**config.mk**
```make
export PLATFORM = sky130hd
export DESIGN_NAME = id3v2_text_frame_parser_core
export DESIGN_NICKNAME = d
export VERILOG_FILES = /design/src/sv/idp_pkg.sv /design/src/sv/idp_front.sv /design/src/sv/idp_fifo.sv /design/src/sv/idp_back.sv /design/src/sv/id3v2_text_frame_parser_core.sv
export SDC_FILE = /design/constraint.sdc
export NUM_CORES = 1
export LEC_CHECK = 0
export ABC_AREA = 1
export BUFFER_PORTS_ARGS = -buffer_cell sky130_fd_sc_hd__clkbuf_2
export CAP_MARGIN = 25
export CORE_MARGIN = 1.5
export CORE_UTILIZATION = 35
export CTS_CLUSTER_SIZE = 40
export DETAILED_ROUTE_END_ITERATION = 8
export GPL_TIMING_DRIVEN = 0
export PLACE_DENSITY_LB_ADDON = 0.15
export SLEW_MARGIN = 40
export SYNTH_ARGS = -nofsm -noshare
export SYNTH_HDL_FRONTEND = slang
export SYNTH_SLANG_ARGS = --single-unit
```
**constraint.sdc**
```tcl
create_clock -name clk_i -period 4.8 [get_ports clk_i]
set_clock_uncertainty 0.05 [all_clocks]
set_input_delay 0.72 -clock clk_i [delete_from_list [all_inputs] [get_ports clk_i]]
set_output_delay 0.72 -clock clk_i [all_outputs]
set_load 0.01 [all_outputs]
```
**src/sv/idp_pkg.sv**
```systemverilog
// Shared types and constants for the ID3v2 text frame parser.
// No dependencies.
`default_nettype none

package idp_pkg;

  localparam int unsigned SIZE_COUNT_BITS = 16;
  localparam int unsigned CNT_W = SIZE_COUNT_BITS;

  localparam int unsigned QUEUE_DEPTH = 2;
  localparam int unsigned QUEUE_AW = $clog2(QUEUE_DEPTH);
  localparam int unsigned QUEUE_CW = QUEUE_AW + 1;

  localparam logic [15:0] MAX_FRAME_SIZE_RST = 16'd5000;
  localparam logic [0:0]  REG_MAX_FRAME_SIZE = 1'b0;

  localparam logic [7:0] CH_I    = 8'h49;
  localparam logic [7:0] CH_D    = 8'h44;
  localparam logic [7:0] CH_3    = 8'h33;
  localparam logic [7:0] CH_A    = 8'h41;
  localparam logic [7:0] CH_Z    = 8'h5A;
  localparam logic [7:0] ENC_UTF16 = 8'h01;

  localparam logic [31:0] ID_TIT2 = 32'h54495432;
  localparam logic [31:0] ID_TPE1 = 32'h54504531;
  localparam logic [31:0] ID_TALB = 32'h54414C42;
  localparam logic [31:0] ID_TYER = 32'h54594552;
  localparam logic [31:0] ID_TCON = 32'h54434F4E;

  typedef enum logic [2:0] {
    EV_HEADER   = 3'd0,
    EV_TEXT     = 3'd1,
    EV_FRAME_END = 3'd2,
    EV_BAD_ID   = 3'd3,
    EV_BAD_SIZE = 3'd4,
    EV_EOF      = 3'd5
  } event_e;

  typedef enum logic [2:0] {
    FK_TITLE  = 3'd0,
    FK_ARTIST = 3'd1,
    FK_ALBUM  = 3'd2,
    FK_YEAR   = 3'd3,
    FK_GENRE  = 3'd4
  } field_kind_e;

  typedef struct packed {
    logic [7:0] data_byte;
    logic       end_marker;
  } in_t;

  typedef struct packed {
    logic [2:0] event_res;
    logic       has_id3;
    logic [2:0] field_kind;
    logic [7:0] text_byte;
    logic       field_end;
  } res_t;

  typedef struct packed {
    logic full;
    logic empty;
  } q_status_t;

endpackage

`default_nettype wire

```
**src/sv/idp_front.sv**
```systemverilog
// Front end: header, frame id/size/flags and data byte parsing.
// Pushes one result request per emitting byte into the queue. Uses idp_pkg.
`default_nettype none

module idp_front import idp_pkg::*; (
  input  wire logic        clk_i,
  input  wire logic        rst_ni,
  input  wire logic        accept_i,
  input  wire in_t         item_i,
  input  wire logic [15:0] max_frame_size_i,
  output logic             push_o,
  output res_t             push_data_o
);

  localparam logic [2:0] PH_HDR  = 3'd0;
  localparam logic [2:0] PH_ID   = 3'd1;
  localparam logic [2:0] PH_SIZE = 3'd2;
  localparam logic [2:0] PH_FLAG = 3'd3;
  localparam logic [2:0] PH_DATA = 3'd4;
  localparam logic [2:0] PH_STOP = 3'd5;

  logic [2:0]       phase_q, phase_d;
  logic [CNT_W-1:0] count_q, count_d;
  logic [23:0]      id_q, id_d;
  logic [31:0]      size_q, size_d;
  logic             enc_q, enc_d;
  logic             nul_q, nul_d;
  logic             id3_q, id3_d;
  logic [2:0]       kind_q, kind_d;
  logic             known_q, known_d;

  logic [7:0]       b;
  logic [31:0]      full_id;
  logic [31:0]      sz_next;
  logic             size_bad;
  logic             last;
  logic             text_pos;
  logic [CNT_W-1:0] count_inc;

  assign b         = item_i.data_byte;
  assign full_id   = {id_q, b};
  assign sz_next   = {size_q[23:0], b};
  assign count_inc = count_q + CNT_W'(1);
  assign size_bad  = (sz_next == 32'd0) || (sz_next > {16'd0, max_frame_size_i}) ||
                     ({1'b0, sz_next} > (33'd1 << SIZE_COUNT_BITS));
  assign last      = ({1'b0, size_q} == (33'(count_q) + 33'd1));

  always_comb begin
    phase_d     = phase_q;
    count_d     = count_q;
    id_d        = id_q;
    size_d      = size_q;
    enc_d       = enc_q;
    nul_d       = nul_q;
    id3_d       = id3_q;
    kind_d      = kind_q;
    known_d     = known_q;
    text_pos    = 1'b0;
    push_o      = 1'b0;
    push_data_o = '0;

    if (accept_i) begin
      if (item_i.end_marker) begin
        push_o                = 1'b1;
        push_data_o.event_res = EV_EOF;
        push_data_o.has_id3   = (phase_q == PH_HDR) ? 1'b0 : id3_q;
        phase_d = PH_HDR;
        count_d = '0;
        id_d    = '0;
        size_d  = '0;
        enc_d   = 1'b0;
        nul_d   = 1'b0;
        id3_d   = 1'b0;
        kind_d  = FK_TITLE;
        known_d = 1'b0;
      end else begin
        case (phase_q)
          PH_HDR: begin
            if (count_q == CNT_W'(0)) begin
              id3_d = (b == CH_I);
            end else if (count_q == CNT_W'(1)) begin
              id3_d = id3_q && (b == CH_D);
            end else if (count_q == CNT_W'(2)) begin
              id3_d = id3_q && (b == CH_3);
            end
            count_d = count_inc;
            if (count_q == CNT_W'(9)) begin
              phase_d               = PH_ID;
              count_d               = '0;
              push_o                = 1'b1;
              push_data_o.event_res = EV_HEADER;
              push_data_o.has_id3   = id3_d;
            end
          end
          PH_ID: begin
            id_d    = full_id[23:0];
            count_d = count_inc;
            if (count_q == CNT_W'(3)) begin
              count_d = '0;
              known_d = 1'b1;
              case (full_id)
                ID_TIT2: kind_d = FK_TITLE;
                ID_TPE1: kind_d = FK_ARTIST;
                ID_TALB: kind_d = FK_ALBUM;
                ID_TYER: kind_d = FK_YEAR;
                ID_TCON: kind_d = FK_GENRE;
                default: begin
                  kind_d  = FK_TITLE;
                  known_d = 1'b0;
                end
              endcase
              if (id_q[23:16] < CH_A || id_q[23:16] > CH_Z) begin
                phase_d               = PH_STOP;
                push_o                = 1'b1;
                push_data_o.event_res = EV_BAD_ID;
                push_data_o.has_id3   = id3_q;
              end else begin
                phase_d = PH_SIZE;
              end
            end
          end
          PH_SIZE: begin
            size_d  = sz_next;
            count_d = count_inc;
            if (count_q == CNT_W'(3)) begin
              count_d = '0;
              if (size_bad) begin
                phase_d               = PH_STOP;
                push_o                = 1'b1;
                push_data_o.event_res = EV_BAD_SIZE;
                push_data_o.has_id3   = id3_q;
              end else begin
                phase_d = PH_FLAG;
              end
            end
          end
          PH_FLAG: begin
            count_d = count_inc;
            if (count_q == CNT_W'(1)) begin
              phase_d = PH_DATA;
              count_d = '0;
              nul_d   = 1'b0;
              enc_d   = 1'b0;
            end
          end
          PH_DATA: begin
            if (count_q == CNT_W'(0)) begin
              enc_d    = (b == ENC_UTF16);
              text_pos = 1'b0;
            end else if (enc_q) begin
              text_pos = count_q[0] && (count_q != CNT_W'(1));
            end else begin
              text_pos = 1'b1;
            end
            if (text_pos && !nul_q && (b == 8'd0)) begin
              nul_d = 1'b1;
            end
            count_d = count_inc;
            if (last) begin
              phase_d = PH_ID;
              count_d = '0;
            end
            if (known_q) begin
              if (text_pos && !nul_q && (b != 8'd0)) begin
                push_o                 = 1'b1;
                push_data_o.event_res  = EV_TEXT;
                push_data_o.has_id3    = id3_q;
                push_data_o.field_kind = kind_q;
                push_data_o.text_byte  = b;
                push_data_o.field_end  = last;
              end else if (last) begin
                push_o                 = 1'b1;
                push_data_o.event_res  = EV_FRAME_END;
                push_data_o.has_id3    = id3_q;
                push_data_o.field_kind = kind_q;
                push_data_o.field_end  = 1'b1;
              end
            end
          end
          default: begin
          end
        endcase
      end
    end
  end

  always_ff @(posedge clk_i or negedge rst_ni) begin
    if (!rst_ni) begin
      phase_q <= PH_HDR;
      count_q <= '0;
      id_q    <= '0;
      size_q  <= '0;
      enc_q   <= 1'b0;
      nul_q   <= 1'b0;
      id3_q   <= 1'b0;
      kind_q  <= FK_TITLE;
      known_q <= 1'b0;
    end else begin
      phase_q <= phase_d;
      count_q <= count_d;
      id_q    <= id_d;
      size_q  <= size_d;
      enc_q   <= enc_d;
      nul_q   <= nul_d;
      id3_q   <= id3_d;
      kind_q  <= kind_d;
      known_q <= known_d;
    end
  end

endmodule

`default_nettype wire

```
**src/sv/idp_fifo.sv**
```systemverilog
// Short request queue between the parsing front end and the output stage.
// Uses idp_pkg.
`default_nettype none

module idp_fifo import idp_pkg::*; (
  input  wire logic  clk_i,
  input  wire logic  rst_ni,
  input  wire logic  push_i,
  input  wire res_t  push_data_i,
  input  wire logic  pop_i,
  output res_t       head_o,
  output q_status_t  status_o
);

  res_t                mem_q [QUEUE_DEPTH];
  logic [QUEUE_AW-1:0] wr_ptr_q, wr_ptr_d;
  logic [QUEUE_AW-1:0] rd_ptr_q, rd_ptr_d;
  logic [QUEUE_CW-1:0] count_q, count_d;

  assign status_o.full  = (count_q == QUEUE_CW'(QUEUE_DEPTH));
  assign status_o.empty = (count_q == '0);
  assign head_o         = mem_q[rd_ptr_q];

  always_comb begin
    wr_ptr_d = wr_ptr_q;
    rd_ptr_d = rd_ptr_q;
    count_d  = count_q;
    if (push_i) begin
      wr_ptr_d = (wr_ptr_q == QUEUE_AW'(QUEUE_DEPTH - 1)) ? '0 : wr_ptr_q + QUEUE_AW'(1);
    end
    if (pop_i) begin
      rd_ptr_d = (rd_ptr_q == QUEUE_AW'(QUEUE_DEPTH - 1)) ? '0 : rd_ptr_q + QUEUE_AW'(1);
    end
    if (push_i && !pop_i) begin
      count_d = count_q + QUEUE_CW'(1);
    end else if (!push_i && pop_i) begin
      count_d = count_q - QUEUE_CW'(1);
    end
  end

  always_ff @(posedge clk_i) begin
    if (push_i) begin
      mem_q[wr_ptr_q] <= push_data_i;
    end
  end

  always_ff @(posedge clk_i or negedge rst_ni) begin
    if (!rst_ni) begin
      wr_ptr_q <= '0;
      rd_ptr_q <= '0;
      count_q  <= '0;
    end else begin
      wr_ptr_q <= wr_ptr_d;
      rd_ptr_q <= rd_ptr_d;
      count_q  <= count_d;
    end
  end

  a_no_overflow: assert property (@(posedge clk_i) disable iff (!rst_ni)
    push_i |-> !status_o.full)
    else $error("queue push while full");

  a_no_underflow: assert property (@(posedge clk_i) disable iff (!rst_ni)
    pop_i |-> !status_o.empty)
    else $error("queue pop while empty");

  a_count_range: assert property (@(posedge clk_i) disable iff (!rst_ni)
    count_q <= QUEUE_CW'(QUEUE_DEPTH))
    else $error("queue count out of range");

  a_count_step: assert property (@(posedge clk_i) disable iff (!rst_ni)
    (push_i && !pop_i) |=> !status_o.empty)
    else $error("queue lost a request");

endmodule

`default_nettype wire

```
**src/sv/idp_back.sv**
```systemverilog
// Output stage: pops queued requests, cleans unused fields, holds the result
// register for the out channel. Uses idp_pkg.
`default_nettype none

module idp_back import idp_pkg::*; (
  input  wire logic      clk_i,
  input  wire logic      rst_ni,
  input  wire res_t      head_i,
  input  wire q_status_t status_i,
  output logic           pop_o,
  output logic           out_valid_o,
  input  wire logic      out_stall_i,
  output res_t           out_data_o
);

  logic out_valid_q, out_valid_d;
  res_t out_data_q, out_data_d;
  logic is_text, is_frame;

  assign is_text  = (head_i.event_res == EV_TEXT);
  assign is_frame = is_text || (head_i.event_res == EV_FRAME_END);
  assign pop_o    = !status_i.empty && (!out_valid_q || !out_stall_i);

  always_comb begin
    out_valid_d = out_valid_q;
    out_data_d  = out_data_q;
    if (pop_o) begin
      out_valid_d           = 1'b1;
      out_data_d.event_res  = head_i.event_res;
      out_data_d.has_id3    = head_i.has_id3;
      out_data_d.field_kind = is_frame ? head_i.field_kind : 3'd0;
      out_data_d.text_byte  = is_text ? head_i.text_byte : 8'd0;
      out_data_d.field_end  = is_frame && head_i.field_end;
    end else if (!out_stall_i) begin
      out_valid_d = 1'b0;
    end
  end

  always_ff @(posedge clk_i or negedge rst_ni) begin
    if (!rst_ni) begin
      out_valid_q <= 1'b0;
    end else begin
      out_valid_q <= out_valid_d;
    end
  end

  always_ff @(posedge clk_i) begin
    out_data_q <= out_data_d;
  end

  assign out_valid_o = out_valid_q;
  assign out_data_o  = out_data_q;

endmodule

`default_nettype wire

```
**src/sv/id3v2_text_frame_parser_core.sv**
```systemverilog
// Top level of the ID3v2 text frame parser: config register, front end,
// request queue and output stage. Uses idp_pkg, idp_front, idp_fifo, idp_back.
// Throughput: one byte per clock; in_stall_o rises only when the 2-entry queue is full.
// Path: results go through the request queue, then the out_data_o register.
// Reset: rst_ni clears parser state to the header phase; max_frame_size resets to 5000.
`default_nettype none

module id3v2_text_frame_parser_core import idp_pkg::*; (
  input  wire logic        clk_i,
  input  wire logic        rst_ni,
  input  wire logic        in_valid_i,
  output logic             in_stall_o,
  input  wire in_t         in_data_i,
  output logic             out_valid_o,
  input  wire logic        out_stall_i,
  output res_t             out_data_o,
  input  wire logic        psel,
  input  wire logic        penable,
  input  wire logic        pwrite,
  input  wire logic [2:0]  paddr,
  input  wire logic [31:0] pwdata,
  output logic [31:0]      prdata,
  output logic             pready
);

  logic        max_size_we;
  logic [15:0] max_size_q, max_size_d;
  logic        accept;
  logic        push;
  res_t        push_data;
  logic        pop;
  res_t        head;
  q_status_t   q_status;

  assign pready      = 1'b1;
  assign max_size_we = psel && penable && pwrite && (paddr[2] == REG_MAX_FRAME_SIZE);
  assign max_size_d  = max_size_we ? pwdata[15:0] : max_size_q;
  assign prdata      = (paddr[2] == REG_MAX_FRAME_SIZE) ? {16'd0, max_size_q} : 32'd0;

  always_ff @(posedge clk_i or negedge rst_ni) begin
    if (!rst_ni) begin
      max_size_q <= MAX_FRAME_SIZE_RST;
    end else begin
      max_size_q <= max_size_d;
    end
  end

  assign in_stall_o = q_status.full;
  assign accept     = in_valid_i && !q_status.full;

  idp_front u_front (
    .clk_i            (clk_i),
    .rst_ni           (rst_ni),
    .accept_i         (accept),
    .item_i           (in_data_i),
    .max_frame_size_i (max_size_q),
    .push_o           (push),
    .push_data_o      (push_data)
  );

  idp_fifo u_fifo (
    .clk_i       (clk_i),
    .rst_ni      (rst_ni),
    .push_i      (push),
    .push_data_i (push_data),
    .pop_i       (pop),
    .head_o      (head),
    .status_o    (q_status)
  );

  idp_back u_back (
    .clk_i       (clk_i),
    .rst_ni      (rst_ni),
    .head_i      (head),
    .status_i    (q_status),
    .pop_o       (pop),
    .out_valid_o (out_valid_o),
    .out_stall_i (out_stall_i),
    .out_data_o  (out_data_o)
  );

endmodule

`default_nettype wire
```
# Yosys cells after proc, flatten, opt, wreduce, memory -nomap -nowiden
# Memory sizes are Yosys's and may differ from the RTL's.
# Index checks and enable logic that the tools add are counted.
# W data, S select, Z words.
# totals
regBits	119
latchBits	0
ram_bits	32
rom_bits	0
inputBits	51
out_inout_bits	51
wordCells	191
mem_count	1
# mem_list
memory	depth	width	read_ports	rd_clocked_by_memory_dff	write_ports	line	rtl
u_fifo.mem_q	2	16	1	0	1	idp_fifo.sv:15	res_t mem_q [QUEUE_DEPTH];
# classes
add_sub_neg	6
n_mul	0
n_div	0
order_cmp	4
eq_ne	30
shift	0
mux	80
bitwise_logic	1
reduce_logical	50
# op_table
cell	count
$eq A32 B31 Y1 const B	5
$mux W16	8
$mux W32	2
$pmux W16 S4	1
$mux W24	2
$mux W1	38
$mux W3	12
$eq A32 B33 Y1	1
$eq A16 B2 Y1 const B	2
$gt A32 B16 Y1	1
$gt A32 B17 Y1 const B	1
$logic_not A32 Y1	1
$mux W12	2
$ne A3 B2 Y1 const B	6
$add A16 B1 Y17 const B	1
$add A16 B1 Y16 const B	1
$eq A16 B1 Y1 const B	1
$eq A16 B4 Y1 const B	1
$eq A8 B7 Y1 const B	2
$logic_not A16 Y1	1
$mux W4	4
$ne A16 B1 Y1 const B	1
$pmux W4 S4	1
$pmux W3 S5	1
other kinds (37)	75

# Depth between registers and ports, before layout
# logic_depth
ltp_word	18
mapped_depth	21
mapped_depth_nobuf	21

# Modules after synthesis
# Synthesis repeated with hierarchy kept, for this count alone.
# unflattened
cells_unflattened	1008
hier_area_um2	8425.6
# by_module_without_submodules
mod	instances	cells_each	area_each_um2	seq_area_each_um2
idp_front	1	757	5383.9	2052.0
idp_fifo	1	75	1412.6	1061.0
id3v2_text_frame_parser_core	1	127	952.2	406.6
idp_back	1	49	676.9	505.5

# Worst setup path before layout
# Ideal clock, no wire load.
# synth_path
kind	flip-flop to flip-flop
startpoint	register u_front.count_q[0]
endpoint	memory u_fifo.mem_q[1][0] (netlist bit), enable pin
setup_ns	0.389
arrival_time_ns	2.539
required_time_ns	4.361
slack_ns	1.823
stages_incl_launch_ff	17
cell_sequence	dfrtp_1 -> inv_2 -> ha_1 -> inv_1 -> nand2_1 -> nand2_1 -> nor2_1 -> nand2_1 -> nor2_1 -> nand2_1 -> nor2_1 -> nand2_1 -> nor2_2 -> nand4_2 -> nand4_1 -> nand2_1 -> nor2_1
# synth_between
elab_chain_len	16
# synth_rtl
element	line	rtl
start, declared	idp_front.sv:23	logic [CNT_W-1:0] count_q, count_d;
start signal, assigned	idp_front.sv:200	count_q <= count_d;
branches (longest 11 deep; another with $add A16 B1 Y17)	n/a	
$pmux W1 S4 (*)	idp_front.sv:77	case (phase_q)
$mux W1 (*)	idp_front.sv:63	if (item_i.end_marker) begin
$mux W1 (*)	idp_front.sv:62	if (accept_i) begin
$mux W1 (*)	idp_fifo.sv:42	if (push_i) begin
$mux W1 (implied by the code) (*)	idp_fifo.sv:43	mem_q[wr_ptr_q] <= push_data_i;
end, declared	idp_fifo.sv:15	
# Mark *: on every way between the ends. The select of a mux whose other input is x is not followed.

# Worst setup path after layout
# layout_path
startpoint	register u_front.count_q[0]
endpoint	register u_fifo.count_q[1]
# layout_between
elab_chain_len	17
# layout_rtl
element	line	rtl
branches (longest 11 deep; another with $add A16 B1 Y17)	n/a	
$pmux W1 S4 (*)	idp_front.sv:77	
$mux W1 (*)	idp_front.sv:63	
$mux W1 (*)	idp_front.sv:62	
net push	id3v2_text_frame_parser_core.sv:29	logic push;
$logic_not A1 Y1	idp_fifo.sv:36	end else if (!push_i && pop_i) begin
$logic_and A1 B1 Y1	idp_fifo.sv:36	
$reduce_bool A2 Y1 (no line)	n/a	
end signal, assigned	idp_fifo.sv:55	count_q <= count_d;
end, declared	idp_fifo.sv:18	logic [QUEUE_CW-1:0] count_q, count_d;
# Mark *: on every way through the listed nets, which the timed path passes. The select of a mux whose other input is x is not followed.
# A chain may end at the register's enable or synchronous reset.

==> flow_summary.json <==
{
  "placed_area_mm2": 0.009170,
  "p_sw_mw": 1.948,
  "die_h_um": 157.5,
  "drive_above_1_share": 0.1301,
  "pre_cts_slack_ns": 1.243,
  "drt_iter0_markers": 560,
  "cts_tree": "done",
  "seq_power_share": 0.372,
  "io_buffers": 64,
  "initial_utilization": 0.3560,
  "coreArea_mm2": 0.02347,
  "drt_wl_total_um": 22330,
  "synth_edf_count": 48,
  "gr-usage-all-layers": 0.1907,
  "cp-end-kind": "register",
  "cellLeakagePower_nw": 4.688,
  "hpwl_um": 16990,
  "globalRoute.totalOverflow": 0,
  "ys_types": 40,
  "clkSlewWorstSetupHoldPaths_ns": 0.07,
  "clkPwrFrac": 0.293,
  "crit_type": "register to register",
  "hold_class": "input pin to asynchronous set/reset pin",
  "fmax_mhz": 297.1,
  "tightest_slew_ns": 0.8626,
  "min_period_ns": 3.366,
  "cp_max_fo": 7,
  "route.vias.total": 7271,
  "cp_cell_sequence": "ha_1 -> nand3_1 -> nor2_2 -> nand2_1 -> nand2_1 -> nand2_1 -> nand2_1 -> nand2_1 -> inv_1 -> nand2_1 -> nor2_2 -> nand4_2 -> nand4_1 -> nand2_1 -> inv_1 -> ha_1 -> a21oi_1 -> o21ai_0 -> xor2_1",
  "arrival_ns": 3.62,
  "combPwrFrac": 0.334,
  "final_core_util": 0.4178,
  "slowest_stage": "dfrtp_1",
  "nNetsFinal": 1243,
  "synth_cells": 1072,
  "stdcell_count": 1503,
  "slew_headroom": 0.4211,
  "syn_avg_cell_area_um2": 7.794,
  "ys.warnings.count": 0,
  "antenna_found_initial": 0,
  "postSynth.asyncResetShare": 0.6821,
  "drc": 0,
  "dp.cells": 1471,
  "die-area_mm2": 0.02481,
  "clk_path_buf_depth": 2,
  "syn2layout_area_growth_pct": 17.37,
  "setup-tns-final_ns": 0,
  "grt_pass1_vias": 6893,
  "vias_per_cell": 4.838,
  "fin_crit_sh": 0.7013,
  "internal_power_mw": 2.878,
  "run_status": "complete, no violations",
  "crit_required_ns": 5.06,
  "cts_hold_buffers": 0,
  "hold_violations": 0,
  "final_antenna_net_count": 0,
  "floorplan.rows": 56,
  "setup_viol": 0,
  "synth_seq_cells": 151,
  "max_cap_violations": 0,
  "worst_path_largest_cell_delay_ns": 0.51,
  "cellPowerDensity_mw_per_mm2": 492.1,
  "maxSlewViolCount": 0,
  "cpMostUsedCell": "nand2_1",
  "whs_ns": 0.1973,
  "peakVddDrop_mv": 0.2439,
  "ys.flop_type": "dfrtp_1",
  "rsz0062_at_grt": "no",
  "finalPower_mw": 4.826,
  "post-cts-setup-buffers": 0,
  "routedWlPerCell_um": 14.86,
  "grt_pass1_wl_um": 36460,
  "ctsResizeCount": 0,
  "worst_slack_ns": 1.434,
  "syn_area_mm2": 0.008356,
  "grt_max_degree": 54,
  "place_congestion": 0.8749,
  "start_kind": "register",
  "clock_latency_ns": 0.43,
  "n_antenna_cell": 0,
  "die_w_um": 157.5,
  "seq_area_frac_synth": 0.4817,
  "root_buffer": "clkbuf_16",
  "final_area_mm2": 0.009807,
  "cts.sinks": 151,
  "drt_first_pass_iters": 5,
  "htree_levels": 4,
  "ios": 102,
  "cts_buffers": 17,
  "swShare": 0.4037
}
-- kinds of logic after synthesis --
family | synth area share
AND/OR/NAND/NOR | 0.2778
buffers and inverters | 0.1003
AO/OA/AOI/OAI | 0.1033
flip-flops | 0.4817
adder cells (fa/ha/maj) | 0.03145
XOR/XNOR | 0.003145
other | 0.0008988
multiplexers | 0.001348
-- metal layers --
| layer | part of all wire | global-route usage |
|---|---|---|
| met1 | 0.49 | 0.2718 |
| met2 | 0.46 | 0.3061 |
| met5 | 0 | 0 |
| met3 | 0.040 | 0.02863 |
| met4 | 0.0069 | 0.04088 |
-- path summary, 6_finish.rpt --
kind | from | to | slack [ns] | cells after the start
hold / removal | rst_ni | u_front.count_q[6] | 0.20 | 1
min in group clk_i | u_fifo.wr_ptr_q | u_fifo.wr_ptr_q | 0.44 | 2
max in group asynchronous | rst_ni | u_front.kind_q[0] | 3.88 | 2
hold reg to reg | u_fifo.wr_ptr_q | u_fifo.wr_ptr_q | 0.44 | 2
setup reg to reg | u_front.count_q[0] | u_fifo.count_q[1] | 1.43 | 19
setup / recovery | u_front.count_q[0] | u_fifo.count_q[1] | 1.43 | 19
-- area by class of cell --
cell class | instances | area (um2)
timing repair buffer | 65 | 356.6
tap | 319 | 399.1
inverter | 163 | 611.8
clock inverter | 15 | 206.4
sequential | 151 | 4025
buffer | 41 | 226.5
fill | 2427 | 13670
multi-input combinational | 732 | 3556
clock buffer | 17 | 425.4
-- flip-flops by register name (all words and copies together) (netlist names) --
signal,flops
u_fifo.rd_ptr_q,1
u_fifo.mem_q,32
u_front.phase_q,3
u_front.enc_q,1
u_front.size_q,32
u_back.out_data_o,16
u_front.count_q,16
u_back.out_valid_o,1
u_front.id3_q,1
max_size_q,16
u_fifo.count_q,2
u_front.kind_q,3
u_front.known_q,1
u_fifo.wr_ptr_q,1
u_front.nul_q,1
u_front.id_q,24
-- power groups by stage --
| stage | Sequential (mW) | Combinational [mW] | Clock, mW |
|---|---|---|---|
| floorplan | 1.81 | 1.09 | 0 |
| global placement | 1.82 | 1.59 | 0 |
| detailed placement | 1.82 | 1.61 | 0 |
| CTS | 1.80 | 1.62 | 1.45 |
| global route | 1.83 | 1.83 | 1.51 |
| finish | 1.80 | 1.61 | 1.42 |
-- critical path: cells and delay by family, from the launching register on --
family	cells	cell delay, ns
adders and majority gates	2	0.50
AOI/OAI and AO/OA	2	0.21
xor gates and xnor gates	1	0.15
buffers and inverters	2	0.14
DFF	1	0.51
and+or+nand+nor	12	1.67
-- synth_stat cells (4+ instances only) --
cell type / count / area share
nand2_2: 8 / 0.0060
inv_2: 4 / 0.0018
buf_4: 17 / 0.015
o21ai_0: 35 / 0.021
ha_1: 21 / 0.031
a31oi_1: 8 / 0.0060
nor2_2: 6 / 0.0045
nor2_1: 104 / 0.047
nor2_4: 4 / 0.0054
dfstp_2: 5 / 0.016
nand2_1: 280 / 0.13
nor3_1: 17 / 0.010
nand3_1: 68 / 0.041
nand4_1: 30 / 0.022
nor4_1: 8 / 0.0060
edfxtp_1: 48 / 0.17
or2_2: 4 / 0.0030
o22ai_1: 46 / 0.034
inv_1: 157 / 0.071
dfrtp_1: 98 / 0.29
clkbuf_1: 22 / 0.0099
o21ai_1: 5 / 0.0030
a21oi_1: 54 / 0.032
-- placed cells by master (no fill, tap or decap), types with 2 or more instances in the layout --
cell type	netlist	final
dfrtp_1	98	98
inv_8	0	7
nand4_1	30	30
conb_1	2	17
a31oi_1	8	8
buf_4	17	17
clkbuf_2	0	63
nand2_1	280	280
o22ai_1	46	46
clkinv_1	2	2
nor2_2	6	6
a21oi_1	54	54
dfstp_2	5	5
o21ai_0	35	35
a21o_1	2	2
clkbuf_1	22	22
nor2_4	4	5
clkbuf_16	0	17
edfxtp_1	48	48
inv_1	157	157
nand3_1	68	68
nor4_1	8	8
clkinv_8	0	5
xor2_1	2	2
or2_2	4	4
nor2_1	104	103
o31ai_1	2	2
inv_2	4	4
nor3_1	17	17
nand2_2	8	8
ha_1	21	21
o21ai_1	5	5
nor3_2	2	2
(Power assumes the default switching activity.)
